--- src/hw/rtl/apwq_pkg.sv ---
// ----------------------------------------------------------------------------
// Audio port write queue package
// Shared command codes, register indexes, reset values, types and the byte
// merge function used by the queue datapath.
// ----------------------------------------------------------------------------
package apwq_pkg;

	localparam int QUEUE_DEPTH_DEF = 16;

	localparam logic [1:0] CMD_WRITE_PORT  = 2'd0;
	localparam logic [1:0] CMD_PUSH_FRAME  = 2'd1;
	localparam logic [1:0] CMD_POP         = 2'd2;
	localparam logic [1:0] CMD_RESET_QUEUE = 2'd3;

	localparam int         CFG_IDX_W           = 1;
	localparam logic [0:0] REG_DRAIN_THRESHOLD = 1'b0;
	localparam logic [0:0] REG_BACKOFF_STEP    = 1'b1;

	localparam logic [7:0] DRAIN_THRESHOLD_RST = 8'd32;
	localparam logic [7:0] BACKOFF_STEP_RST    = 8'd4;

	typedef struct packed {
		logic [1:0]  command;
		logic [1:0]  port_index;
		logic [7:0]  port_value;
		logic        uploading;
		logic [31:0] reload;
	} item_t;

	typedef struct packed {
		logic [7:0] drain_threshold;
		logic [7:0] backoff_step;
	} cfg_t;

	// Zero bytes of keep take the matching byte of fill.
	function automatic logic [31:0] merge_zero_bytes(input logic [31:0] keep,
		input logic [31:0] fill);
		logic [31:0] r;
		r = keep;
		for (int b = 0; b < 4; b++) begin
			if (keep[8*b +: 8] == 8'd0) begin
				r[8*b +: 8] = fill[8*b +: 8];
			end
		end
		return r;
	endfunction

endpackage

--- src/hw/rtl/apwq_store.sv ---
// ----------------------------------------------------------------------------
// Audio port write queue entry store
// One write port and one registered read port, with write-to-read bypass
// when both hit the same entry at the same edge.
// ----------------------------------------------------------------------------
module apwq_store #(
	parameter int QUEUE_DEPTH = 16,
	localparam int AW = $clog2(QUEUE_DEPTH)
) (
	input  logic          clk,
	input  logic          we,
	input  logic [AW-1:0] waddr,
	input  logic [31:0]   wdata,
	input  logic          re,
	input  logic [AW-1:0] raddr,
	output logic [31:0]   rdata
);

	logic [31:0] mem [QUEUE_DEPTH];
	logic [31:0] rdata_q;

	always_ff @(posedge clk) begin
		if (we) begin
			mem[waddr] <= wdata;
		end
	end

	always_ff @(posedge clk) begin
		if (re) begin
			if (we && (waddr == raddr)) begin
				rdata_q <= wdata;
			end else begin
				rdata_q <= mem[raddr];
			end
		end
	end

	assign rdata = rdata_q;

endmodule

--- src/hw/rtl/apwq_core.sv ---
// ----------------------------------------------------------------------------
// Audio port write queue core
// Queue pointers, age counter, port latch and merge carry; executes the item
// held in the input register and registers its result.
// ----------------------------------------------------------------------------
module apwq_core #(
	parameter int QUEUE_DEPTH = 16,
	localparam int AW = $clog2(QUEUE_DEPTH),
	localparam int CW = $clog2(QUEUE_DEPTH + 1)
) (
	input  logic            clk,
	input  logic            arst_n,
	input  logic            accept,
	input  logic [1:0]      in_command,
	input  logic            valid_s1,
	input  apwq_pkg::item_t item_s1,
	input  apwq_pkg::cfg_t  cfg,
	output logic            mem_we,
	output logic [AW-1:0]   mem_waddr,
	output logic [31:0]     mem_wdata,
	output logic            mem_re,
	output logic [AW-1:0]   mem_raddr,
	input  logic [31:0]     mem_rdata,
	output logic            done,
	output logic [31:0]     out_word,
	output logic            pop_valid,
	output logic            frame_skipped,
	output logic [CW-1:0]   queue_count
);
	import apwq_pkg::*;

	localparam int            SW        = CW + 1;
	localparam logic [CW-1:0] DEPTH_CNT = CW'(QUEUE_DEPTH);
	localparam logic [AW-1:0] LAST_POS  = AW'(QUEUE_DEPTH - 1);

	logic [AW-1:0] wpos_q, wpos_d;
	logic [CW-1:0] count_q, count_d;
	logic [7:0]    age_q, age_d;
	logic [31:0]   latch_q, latch_d;
	// Bytes still owed to the oldest entry's zero bytes by full-queue merges.
	logic [31:0]   carry_q, carry_d;

	logic [31:0]   res_word;
	logic          res_pop, res_skip, enq;
	logic [SW-1:0] oldest;

	always_comb begin
		wpos_d    = wpos_q;
		count_d   = count_q;
		age_d     = age_q;
		latch_d   = latch_q;
		carry_d   = carry_q;
		mem_we    = 1'b0;
		mem_waddr = wpos_q;
		mem_wdata = latch_q;
		res_word  = 32'd0;
		res_pop   = 1'b0;
		res_skip  = 1'b0;
		enq       = 1'b0;
		if (valid_s1) begin
			case (item_s1.command)
				CMD_WRITE_PORT: begin
					if (!item_s1.uploading) begin
						latch_d[{item_s1.port_index, 3'b000} +: 8] = item_s1.port_value;
					end
				end
				CMD_PUSH_FRAME: begin
					if (item_s1.uploading) begin
						count_d = '0;
						carry_d = 32'd0;
					end else if (count_q == '0) begin
						age_d = 8'd0;
						enq   = 1'b1;
					end else if ((age_q >= cfg.drain_threshold) && (latch_q == 32'd0)) begin
						age_d    = age_q - cfg.backoff_step;
						res_skip = 1'b1;
					end else begin
						age_d = age_q + 8'd1;
						enq   = 1'b1;
					end
					if (enq) begin
						mem_we = 1'b1;
						wpos_d = (wpos_q == LAST_POS) ? '0 : wpos_q + AW'(1);
						if (count_q == DEPTH_CNT) begin
							// The overwritten oldest entry folds into the new oldest one.
							carry_d = merge_zero_bytes(mem_rdata, carry_q);
						end else begin
							count_d = count_q + CW'(1);
							if (count_q == '0) begin
								carry_d = 32'd0;
							end
						end
					end
				end
				CMD_POP: begin
					if (count_q != '0) begin
						count_d  = count_q - CW'(1);
						res_word = merge_zero_bytes(mem_rdata, carry_q);
						res_pop  = 1'b1;
						carry_d  = 32'd0;
					end
				end
				CMD_RESET_QUEUE: begin
					wpos_d  = '0;
					age_d   = 8'd0;
					count_d = '0;
					latch_d = item_s1.reload;
					carry_d = 32'd0;
				end
				default: begin
				end
			endcase
		end
	end

	// The next item's read address follows the state this item leaves.
	always_comb begin
		oldest = SW'(wpos_d) - SW'(count_d);
		if (oldest[SW-1]) begin
			oldest = oldest + SW'(QUEUE_DEPTH);
		end
		mem_re    = accept;
		mem_raddr = (in_command == CMD_POP) ? oldest[AW-1:0] : wpos_d;
	end

	always_ff @(posedge clk or negedge arst_n) begin
		if (!arst_n) begin
			wpos_q        <= '0;
			count_q       <= '0;
			age_q         <= 8'd0;
			latch_q       <= 32'd0;
			carry_q       <= 32'd0;
			done          <= 1'b0;
			out_word      <= 32'd0;
			pop_valid     <= 1'b0;
			frame_skipped <= 1'b0;
			queue_count   <= '0;
		end else begin
			wpos_q  <= wpos_d;
			count_q <= count_d;
			age_q   <= age_d;
			latch_q <= latch_d;
			carry_q <= carry_d;
			done    <= valid_s1;
			if (valid_s1) begin
				out_word      <= res_word;
				pop_valid     <= res_pop;
				frame_skipped <= res_skip;
				queue_count   <= count_d;
			end
		end
	end

endmodule

--- src/hw/rtl/audio_port_write_queue.sv ---
// ----------------------------------------------------------------------------
// Audio port write queue
// Frame queue of four-byte audio port snapshots with full-queue byte merge.
// ----------------------------------------------------------------------------
// Usage:
// A command transaction is taken at a rising edge where start is high and
// busy is low; busy stays low, so one command can enter every cycle. The
// command and its operands are registered, executed in the next cycle
// against the queue state, and the result is shown on the result ports for
// one cycle with done high. Every command produces exactly one result.
// Throughput is one command per cycle, set by the entry store, which has
// separate write and read ports and whose registered read is issued at
// acceptance time.
// The configuration channel (cfg_valid, cfg_ready, cfg_index, cfg_data) is
// always ready and writes the drain threshold (index 0) or the backoff step
// (index 1); write it only while no command is in flight.
// Reset empties the queue, clears the latch and age counter and restores the
// register defaults; the entry store is not cleared. The receiver cannot
// stall, so results are never held back.
// ----------------------------------------------------------------------------
module audio_port_write_queue #(
	parameter int QUEUE_DEPTH = apwq_pkg::QUEUE_DEPTH_DEF,
	localparam int CW = $clog2(QUEUE_DEPTH + 1)
) (
	input  logic                          clk,
	input  logic                          arst_n,
	input  logic                          start,
	output logic                          busy,
	input  logic [1:0]                    command,
	input  logic [1:0]                    port_index,
	input  logic [7:0]                    port_value,
	input  logic                          uploading,
	input  logic [7:0]                    reload_byte0,
	input  logic [7:0]                    reload_byte1,
	input  logic [7:0]                    reload_byte2,
	input  logic [7:0]                    reload_byte3,
	input  logic                          cfg_valid,
	output logic                          cfg_ready,
	input  logic [apwq_pkg::CFG_IDX_W-1:0] cfg_index,
	input  logic [7:0]                    cfg_data,
	output logic                          done,
	output logic [7:0]                    out_byte0,
	output logic [7:0]                    out_byte1,
	output logic [7:0]                    out_byte2,
	output logic [7:0]                    out_byte3,
	output logic                          pop_valid,
	output logic                          frame_skipped,
	output logic [CW-1:0]                 queue_count
);
	import apwq_pkg::*;

	localparam int AW = $clog2(QUEUE_DEPTH);

	logic          accept;
	logic          valid_s1;
	item_t         item_s1;
	cfg_t          cfg_q;
	logic          mem_we, mem_re;
	logic [AW-1:0] mem_waddr, mem_raddr;
	logic [31:0]   mem_wdata, mem_rdata;
	logic [31:0]   out_word;

	assign busy      = 1'b0;
	assign cfg_ready = 1'b1;
	assign accept    = start && !busy;

	always_ff @(posedge clk or negedge arst_n) begin
		if (!arst_n) begin
			cfg_q.drain_threshold <= DRAIN_THRESHOLD_RST;
			cfg_q.backoff_step    <= BACKOFF_STEP_RST;
		end else if (cfg_valid && cfg_ready) begin
			case (cfg_index)
				REG_DRAIN_THRESHOLD: cfg_q.drain_threshold <= cfg_data;
				REG_BACKOFF_STEP:    cfg_q.backoff_step    <= cfg_data;
				default: begin
				end
			endcase
		end
	end

	always_ff @(posedge clk or negedge arst_n) begin
		if (!arst_n) begin
			valid_s1 <= 1'b0;
		end else begin
			valid_s1 <= accept;
		end
	end

	always_ff @(posedge clk) begin
		if (accept) begin
			item_s1.command    <= command;
			item_s1.port_index <= port_index;
			item_s1.port_value <= port_value;
			item_s1.uploading  <= uploading;
			item_s1.reload     <= {reload_byte3, reload_byte2, reload_byte1, reload_byte0};
		end
	end

	apwq_store #(
		.QUEUE_DEPTH(QUEUE_DEPTH)
	) u_store (
		.clk   (clk),
		.we    (mem_we),
		.waddr (mem_waddr),
		.wdata (mem_wdata),
		.re    (mem_re),
		.raddr (mem_raddr),
		.rdata (mem_rdata)
	);

	apwq_core #(
		.QUEUE_DEPTH(QUEUE_DEPTH)
	) u_core (
		.clk           (clk),
		.arst_n        (arst_n),
		.accept        (accept),
		.in_command    (command),
		.valid_s1      (valid_s1),
		.item_s1       (item_s1),
		.cfg           (cfg_q),
		.mem_we        (mem_we),
		.mem_waddr     (mem_waddr),
		.mem_wdata     (mem_wdata),
		.mem_re        (mem_re),
		.mem_raddr     (mem_raddr),
		.mem_rdata     (mem_rdata),
		.done          (done),
		.out_word      (out_word),
		.pop_valid     (pop_valid),
		.frame_skipped (frame_skipped),
		.queue_count   (queue_count)
	);

	assign out_byte0 = out_word[7:0];
	assign out_byte1 = out_word[15:8];
	assign out_byte2 = out_word[23:16];
	assign out_byte3 = out_word[31:24];

endmodule

--- config.mk ---
export PLATFORM = sky130hd
export DESIGN_NAME = audio_port_write_queue
export DESIGN_NICKNAME = d
export VERILOG_FILES = /design/src/hw/rtl/apwq_pkg.sv /design/src/hw/rtl/apwq_store.sv /design/src/hw/rtl/apwq_core.sv /design/src/hw/rtl/audio_port_write_queue.sv
export SDC_FILE = /design/constraint.sdc
export NUM_CORES = 1
export LEC_CHECK = 0
export ABC_AREA = 1
export BUFFER_PORTS_ARGS = -buffer_cell sky130_fd_sc_hd__buf_2
export CORE_MARGIN = 4
export CORE_UTILIZATION = 35
export DETAILED_ROUTE_END_ITERATION = 7
export SLEW_MARGIN = 5
export SYNTH_ARGS = -nofsm -noshare
export SYNTH_HDL_FRONTEND = slang
export SYNTH_SLANG_ARGS = --single-unit
--- constraint.sdc ---
create_clock -name clk -period 4.55 [get_ports clk]
set_clock_uncertainty 0.1 [all_clocks]
set_input_delay 0.6825 -clock clk [delete_from_list [all_inputs] [get_ports clk]]
set_output_delay 0.6825 -clock clk [all_outputs]
set_load 0.05 [all_outputs]
# --- After elaboration in Yosys (flattened, before gate mapping) ---
# Memory sizes are Yosys's and may differ from the RTL's. A register that Yosys moved wholly into a read port is not among the register bits.
# Cells that the tools add are included.
word_totals:
  ff_bits: 183
  ramBits: 512
  in_bits: 58
  n_memories: 1
memory_table:
  columns: ["name", "words", "width", "read_ports", "rd_clocked_by_memory_dff", "write_ports", "line_no", "rtl"]
  rows:
  - ["u_store.mem", 16, 32, 1, 1, 1, "apwq_store.sv:19", "logic [31:0] mem [QUEUE_DEPTH];"]
classes:
  addsub: 8
  n_lt_le_gt_ge: 1
  eq_ne: 9
  n_shift: 2
  muxes: 47
  n_bitwise: 1
  reduce_logical: 17
ops:
  columns: ["cell", "count"]
  rows:
  - ["$mux 32", 8]
  - ["$pmux 32 s3", 1]
  - ["$pmux 32 s2", 1]
  - ["$mux 8", 7]
  - ["$bwmux 32", 1]
  - ["$logic_not 32->1", 1]
  - ["$logic_not 8->1", 4]
  - ["$shift 8x7->32 const A", 1]
  - ["$shiftx 8x7->32", 1]
  - ["$mux 5", 5]
  - ["$mux 4", 5]
  - ["$mux 1", 16]
  - ["$pmux 8 s2", 1]
  - ["$pmux 5 s3", 1]
  - ["$reduce_and 3->1", 3]
  - ["$add 4x1->4 const B", 2]
  - ["$add 8x1->8 const B", 1]
  - ["$ge 8x8->1", 1]
  - ["$pmux 4 s2", 1]
  - ["$sub 8x8->8", 1]
  - ["$neg 5->7", 1]
  - ["$eq 2x2->1 const B", 3]
  - ["$sub 4x5->6", 1]
  - ["$add 5x1->5 const B", 1]
  - ["other kinds (14)", 17]

# --- Longest topological paths before layout ---
depth:
  word_depth: 14
  mapped_depth: 34
  ltp_nobuf: 33

# --- By module ---
# A second synthesis with hierarchy kept.
unflattened:
  cells_unflattened: 2906
  area_unflattened_um2: 31492.7
modules_own_cells:
  columns: ["mod", "instances", "cells_each", "area_each_um2", "seq_area_each_um2"]
  rows:
  - ["apwq_store", 1, 1867, 22243.8, 16335.7]
  - ["apwq_core", 1, 919, 7184.4, 3027.9]
  - ["audio_port_write_queue", 1, 120, 2064.5, 1779.2]

# --- Least setup slack after synthesis ---
# Ideal clock, no wire load.
synth_path:
  kind: "reg2reg"
  from: "register cfg_q[13] in the netlist's numbering"
  to: "memory u_store.mem[0][0] (enable)"
  setup_ns: 0.461
  arrival_time_ns: 3.904
  required_ns: 3.989
  setup_slack_ns: 0.085
  stages_incl_launch_ff: 12
  period_less_slack_ns: 4.465
  cell_sequence: "dfstp_2 -> inv_1 -> ha_1 -> a21oi_1 -> nor2_1 -> nor2_1 -> nand3_1 -> nand3_2 -> nand2_2 -> buf_6 -> clkbuf_1 -> nor3_1"
synth_between:
  elab_chain_len: 12
synth_rtl:
  columns: ["item", "line_no", "rtl"]
  rows:
  - ["start, declared", "audio_port_write_queue.sv:57", "cfg_t cfg_q;"]
  - ["$ge 8x8->1", "apwq_core.sv:74", "end else if ((age_q >= cfg.drain_threshold) && (latch_q == 32'd0)) begin"]
  - ["$logic_and 1x1->1", "apwq_core.sv:74", null]
  - ["$mux 1", "apwq_core.sv:74", null]
  - ["$mux 1", "apwq_core.sv:71", "end else if (count_q == '0) begin"]
  - ["$mux 1", "apwq_core.sv:68", "if (item_s1.uploading) begin"]
  - ["$mux 1", "apwq_core.sv:61", "case (item_s1.command)"]
  - ["$mux 1", "apwq_core.sv:60", "if (valid_s1) begin"]
  - ["$mux 1", "apwq_core.sv:81", "if (enq) begin"]
  - ["$mux 1", "apwq_core.sv:61", null]
  - ["$mux 1", "apwq_core.sv:60", null]
  - ["$mux 1", "apwq_store.sv:23", "if (we) begin"]
  - ["$mux 1 (implied by the code)", "apwq_store.sv:24", "mem[waddr] <= wdata;"]
  - ["end, declared", "apwq_store.sv:19", null]
# Every way passes these cells. The select of a mux whose other input is x is not followed.

# --- Final worst setup path ---
layout_path:
  from: "register cfg_q[13] in the netlist's numbering"
  to: "register u_store.rdata_q[18] (netlist: u_store.rdata[18]) (read register of u_store.mem), data pin"
layout_between:
  elab_chain_len: 14
  word_cells_on_any_way: 17
  classes_between: "add/sub (2); order compare (1); mux (13); reduce/logical (1)"
layout_rtl:
  columns: ["item", "line_no", "rtl"]
  rows:
  - ["$ge 8x8->1 *", "apwq_core.sv:74", null]
  - ["$logic_and 1x1->1 *", "apwq_core.sv:74", null]
  - ["$mux 1 *", "apwq_core.sv:74", null]
  - ["$mux 1 *", "apwq_core.sv:71", null]
  - ["$mux 1 *", "apwq_core.sv:68", null]
  - ["$mux 1 *", "apwq_core.sv:61", null]
  - ["$mux 1 *", "apwq_core.sv:60", null]
  - ["$mux 5 *", "apwq_core.sv:81", null]
  - ["$pmux 5 s3 *", "apwq_core.sv:61", null]
  - ["$mux 5 *", "apwq_core.sv:60", null]
  - ["named net u_core.count_d[0]", "apwq_core.sv:37", "logic [CW-1:0] count_q, count_d;"]
  - ["$sub 4x5->6 *", "apwq_core.sv:118", "oldest = SW'(wpos_d) - SW'(count_d);"]
  - ["$add 4x1->4", "apwq_core.sv:120", "oldest = oldest + SW'(QUEUE_DEPTH);"]
  - ["$mux 4 *", "apwq_core.sv:119", "if (oldest[SW-1]) begin"]
  - ["$mux 4 *", "apwq_core.sv:123", "mem_raddr = (in_command == CMD_POP) ? oldest[AW-1:0] : wpos_d;"]
  - ["end, declared", "apwq_store.sv:20", "logic [31:0] rdata_q;"]
# Mark *: on every way through the listed nets, which the timed path passes. The rest lies on a longest branch. The select of a mux whose other input is x is not followed.
# A chain may end at the register's enable or synchronous reset.

==> reports/metrics.json <==
{
  "synthesis": {
    "yosys_warnings": 0,
    "synth-async-reset-ratio_pct": 18.98,
    "syn_inst": 3221,
    "syn_avg_cell_area_sq_um": 10.24,
    "postSynthRegisterBits": 727,
    "synth_sequential_area_ratio_pct": 64.08,
    "ys_dominant_reg_cell": "sky130_fd_sc_hd__edfxtp_1",
    "area_of_the_mapped_netlist_sq_um": 32990,
    "synthDistinctLibCells": 50,
    "synth.net_count": 3309,
    "synth_enable_flop_cells": 589
  },
  "routing": {
    "drc_errors": 0,
    "detail-route-antenna-nets": 0,
    "avgRoutedWirePerCell_um": 20.41,
    "totalWireLength_mm": 95.48,
    "drt_first_pass_iters": 5,
    "drt_iter0_drc": 2951,
    "avgViaCountPerCell": 5.168,
    "via_count": 24170
  },
  "clocking": {
    "clk_latency_ns": 0.65,
    "tritoncts": "done",
    "cts-root-buf": "sky130_fd_sc_hd__clkbuf_16",
    "num_clock_sinks": 727,
    "clk_pin_slew_ns": 0.06,
    "cts_htree_levels": 3,
    "numCtsBuffers": 78,
    "post_cts_hold_buffer_count": 0,
    "max-clock-path-buffers": 3
  },
  "cells_and_area": {
    "seqCellArea_sq_um": 21140,
    "num_antenna_cells": 0,
    "layout.core_utilization_pct": 40.93,
    "post_route_cells_drive_above_1_share_pct": 12.15,
    "final_area_sq_um": 38260,
    "areaGrowthSynthToFinish_pct": 15.95,
    "filler_cell_count": 8972,
    "finish.net_count": 3449,
    "multiInputGateArea_sq_um": 9210
  },
  "setup_path": {
    "timing.critical_path.arrival_ns": 4.64,
    "cp.buffers_inverters": 6,
    "cell_type_with_the_highest_occurrence_count_on_the_critical_path": "sky130_fd_sc_hd__nand3_1",
    "timing.critical_path.slowest_cell_delay_ns": 0.53,
    "critPathMaxFanout": 7,
    "critical-path-top-delay-family": "simple AND/OR/NAND/NOR gates",
    "timing_worst_setup_path_type": "flop to flop",
    "worstSetupEndpointType": "flop",
    "crit_required_ns": 4.85,
    "critical-path-slowest-cell": "sky130_fd_sc_hd__dfstp_2",
    "timing.critical_path.from_type": "flop"
  },
  "placed_design": {
    "post_dp_cell_area_sq_um": 35670,
    "globalplace.congestion": 0.8701,
    "place.port_buffers": 97,
    "place_hpwl_mm": 57.07
  },
  "sta": {
    "post-route-period-util_pct": 95.40,
    "fin_crit_ns": 4.341,
    "worst_slew_margin_rel_pct": 21.31,
    "finalHoldViolCount": 0,
    "finalSetupViolCount": 0,
    "achievable-frequency_ghz": 0.2304,
    "slew_viol_final": 0,
    "worstMarginPinSlew_ns": 1.179,
    "finalSetupTns_ns": 0
  },
  "floorplanning": {
    "die_height_um": 315.0,
    "die_width_um": 315.0,
    "floorplan.die_area_sq_um": 99240,
    "core_sq_um": 93470,
    "num_rows": 112,
    "effective_utilization_at_floorplan_pct": 35.30,
    "boundaryPins": 100
  },
  "pwr": {
    "power_leakage_nw": 16.05,
    "power_density_nw_per_um2": 473.6,
    "max-vdd-ir-drop_v": 0.0002793
  },
  "global_routing": {
    "antenna_found_initial": 1,
    "grt_first_pass_wirelength_mm": 142.5,
    "grt_util_all_layers_pct": 18.75,
    "grt_remaining_overflow": 0,
    "grt_max_degree": 136,
    "first_global_vias": 22590
  },
  "run_status": {
    "status": "completed"
  },
  "flow_run": {
    "number_of_maximum_capacitance_violations": 0
  },
  "worst_hold_path": {
    "hp-class": "input pin to asynchronous set/reset pin"
  }
}
[timing repair]
item / CTS / global route
pin swaps: 0 / 6
setup buffers: 0 / 5
gates resized for setup: 1 / 19
endpoints found under the setup margin: 1 / 32
gates cloned: 1 / 1
[power by group]
part / leakage [nW] / internal (mW) / switching (mW)
logic: 7.57 / 1.23 / 2.73
clock network: 1.16 / 3.41 / 2.66
registers: 7.32 / 7.77 / 0.314
total: 16.0 / 12.4 / 5.71
[cells in the mapped netlist (6+ instances only)]
cell type,count,area share (%)
sky130_fd_sc_hd__a31oi_1,6,0.11
sky130_fd_sc_hd__a32o_1,8,0.24
sky130_fd_sc_hd__o31ai_1,11,0.25
sky130_fd_sc_hd__ha_1,28,1.1
sky130_fd_sc_hd__nor3_1,12,0.18
sky130_fd_sc_hd__dfrtp_1,136,10
sky130_fd_sc_hd__clkbuf_1,72,0.82
sky130_fd_sc_hd__nand3_1,658,10
sky130_fd_sc_hd__edfxtp_1,589,54
sky130_fd_sc_hd__nand3b_1,66,1.5
sky130_fd_sc_hd__inv_1,494,5.6
sky130_fd_sc_hd__o2bb2ai_1,7,0.19
sky130_fd_sc_hd__o21ai_0,133,2.0
sky130_fd_sc_hd__nand2_1,601,6.8
sky130_fd_sc_hd__a21oi_1,23,0.35
sky130_fd_sc_hd__nor2_1,136,1.5
sky130_fd_sc_hd__nand3_2,15,0.46
sky130_fd_sc_hd__o22ai_1,17,0.32
sky130_fd_sc_hd__buf_4,34,0.77
sky130_fd_sc_hd__buf_2,71,1.1
sky130_fd_sc_hd__a32oi_1,32,0.85
[placed cells by master, fill, tap and decap left out, drive strengths merged, types with 4 or more instances in the layout]
cell type	netlist	routed
a32oi	32	32
nand2	608	608
nor3	12	12
o2bb2ai	7	7
ha	28	28
a31oi	6	6
clkbuf	72	116
nand4	6	6
o21ai	134	134
dfrtp	136	136
buf	113	243
nand3b	66	66
nand3	674	674
inv	500	503
clkinv	2	23
nor3b	4	4
a21oi	24	24
nor4	4	4
o31ai	11	11
o22ai	17	17
xor2	5	5
edfxtp	589	589
a32o	8	8
nor2	139	139
[path summary, 6_finish.rpt]
path / startpoint / end / slack [ns] / cells past startpoint
min in group clk: reload_byte0[7] / item_s1[7]$_DFFE_PP_ / 0.11 / 1
max in group asynchronous: arst_n / cfg_q[2]$_DFFE_PN1P_ / 3.34 / 2
worst min-delay path: arst_n / u_core.queue_count[2]$_DFFE_PN0P_ / 0.02 / 1
worst max register to register: cfg_q[13]$_DFFE_PN1P_ / u_store.rdata[18]$_DFFE_PP_ / 0.21 / 28
worst min register to register: u_core.out_word[30]$_DFFE_PN0P_ / u_core.out_word[30]$_DFFE_PN0P_ / 0.37 / 2
worst max-delay path: cfg_q[13]$_DFFE_PN1P_ / u_store.rdata[18]$_DFFE_PP_ / 0.21 / 28
[kinds of logic after synthesis]
logic type	synth area share, %
compound gates	4.706
xor+xnor	0.1858
fa+ha+maj	1.183
buf+inv	8.639
flops	64.08
other cells	0.02276
simple gates	21.18
[registers in the layout, summed over array words and instances, names as in the netlist]
name	count
u_core.count_q	5
valid_s1	1
u_core.frame_skipped	1
u_core.done	1
cfg_q	16
u_core.queue_count	5
u_store.rdata	32
u_core.carry_q	32
u_core.out_word	32
u_store.mem	512
u_core.age_q	8
u_core.mem_wdata	32
u_core.pop_valid	1
u_core.mem_waddr	4
item_s1	45
[metrics by stage]
| stage | power, mW | hold WS [ns] | cells | setup WS [ns] |
|---|---|---|---|---|
| after CTS | 18.15 | 0.03643 | 4671 | 0.02091 |
| after floorplan | 10.59 | 0.2487 | 3221 | 0.08496 |
| after detailed placement | 12.08 | 0.3653 | 4528 | 0.03901 |
| after global routing | 18.91 | 0.05660 | 4677 | -0.01932 |
| after global placement | 12.06 | 0.3577 | 4528 | 0.1024 |
| final | 18.12 | 0.01769 | 4677 | 0.2091 |
[area by class of cell]
cell class / instances / share of cell area, %
multi-input cells: 1807 / 24.07
repair buffers: 245 / 5.341
well taps: 1254 / 4.101
inverters: 502 / 4.945
clock inverters: 27 / 0.6508
clock buffers: 115 / 5.622
flip-flops and latches: 727 / 55.27
[per-layer routing]
| metal | up-vias | global-route usage (%) | wire length (um) |
|---|---|---|---|
| met5 | - | 0 | 9 |
| met4 | 2 | 5.516 | 2734 |
| met3 | 147 | 3.359 | 8302 |
| met2 | 1031 | 28.53 | 42870 |
| met1 | 11820 | 27.43 | 41560 |
| li1 | 11170 | - | - |
Power figures use the tool's default switching activity.
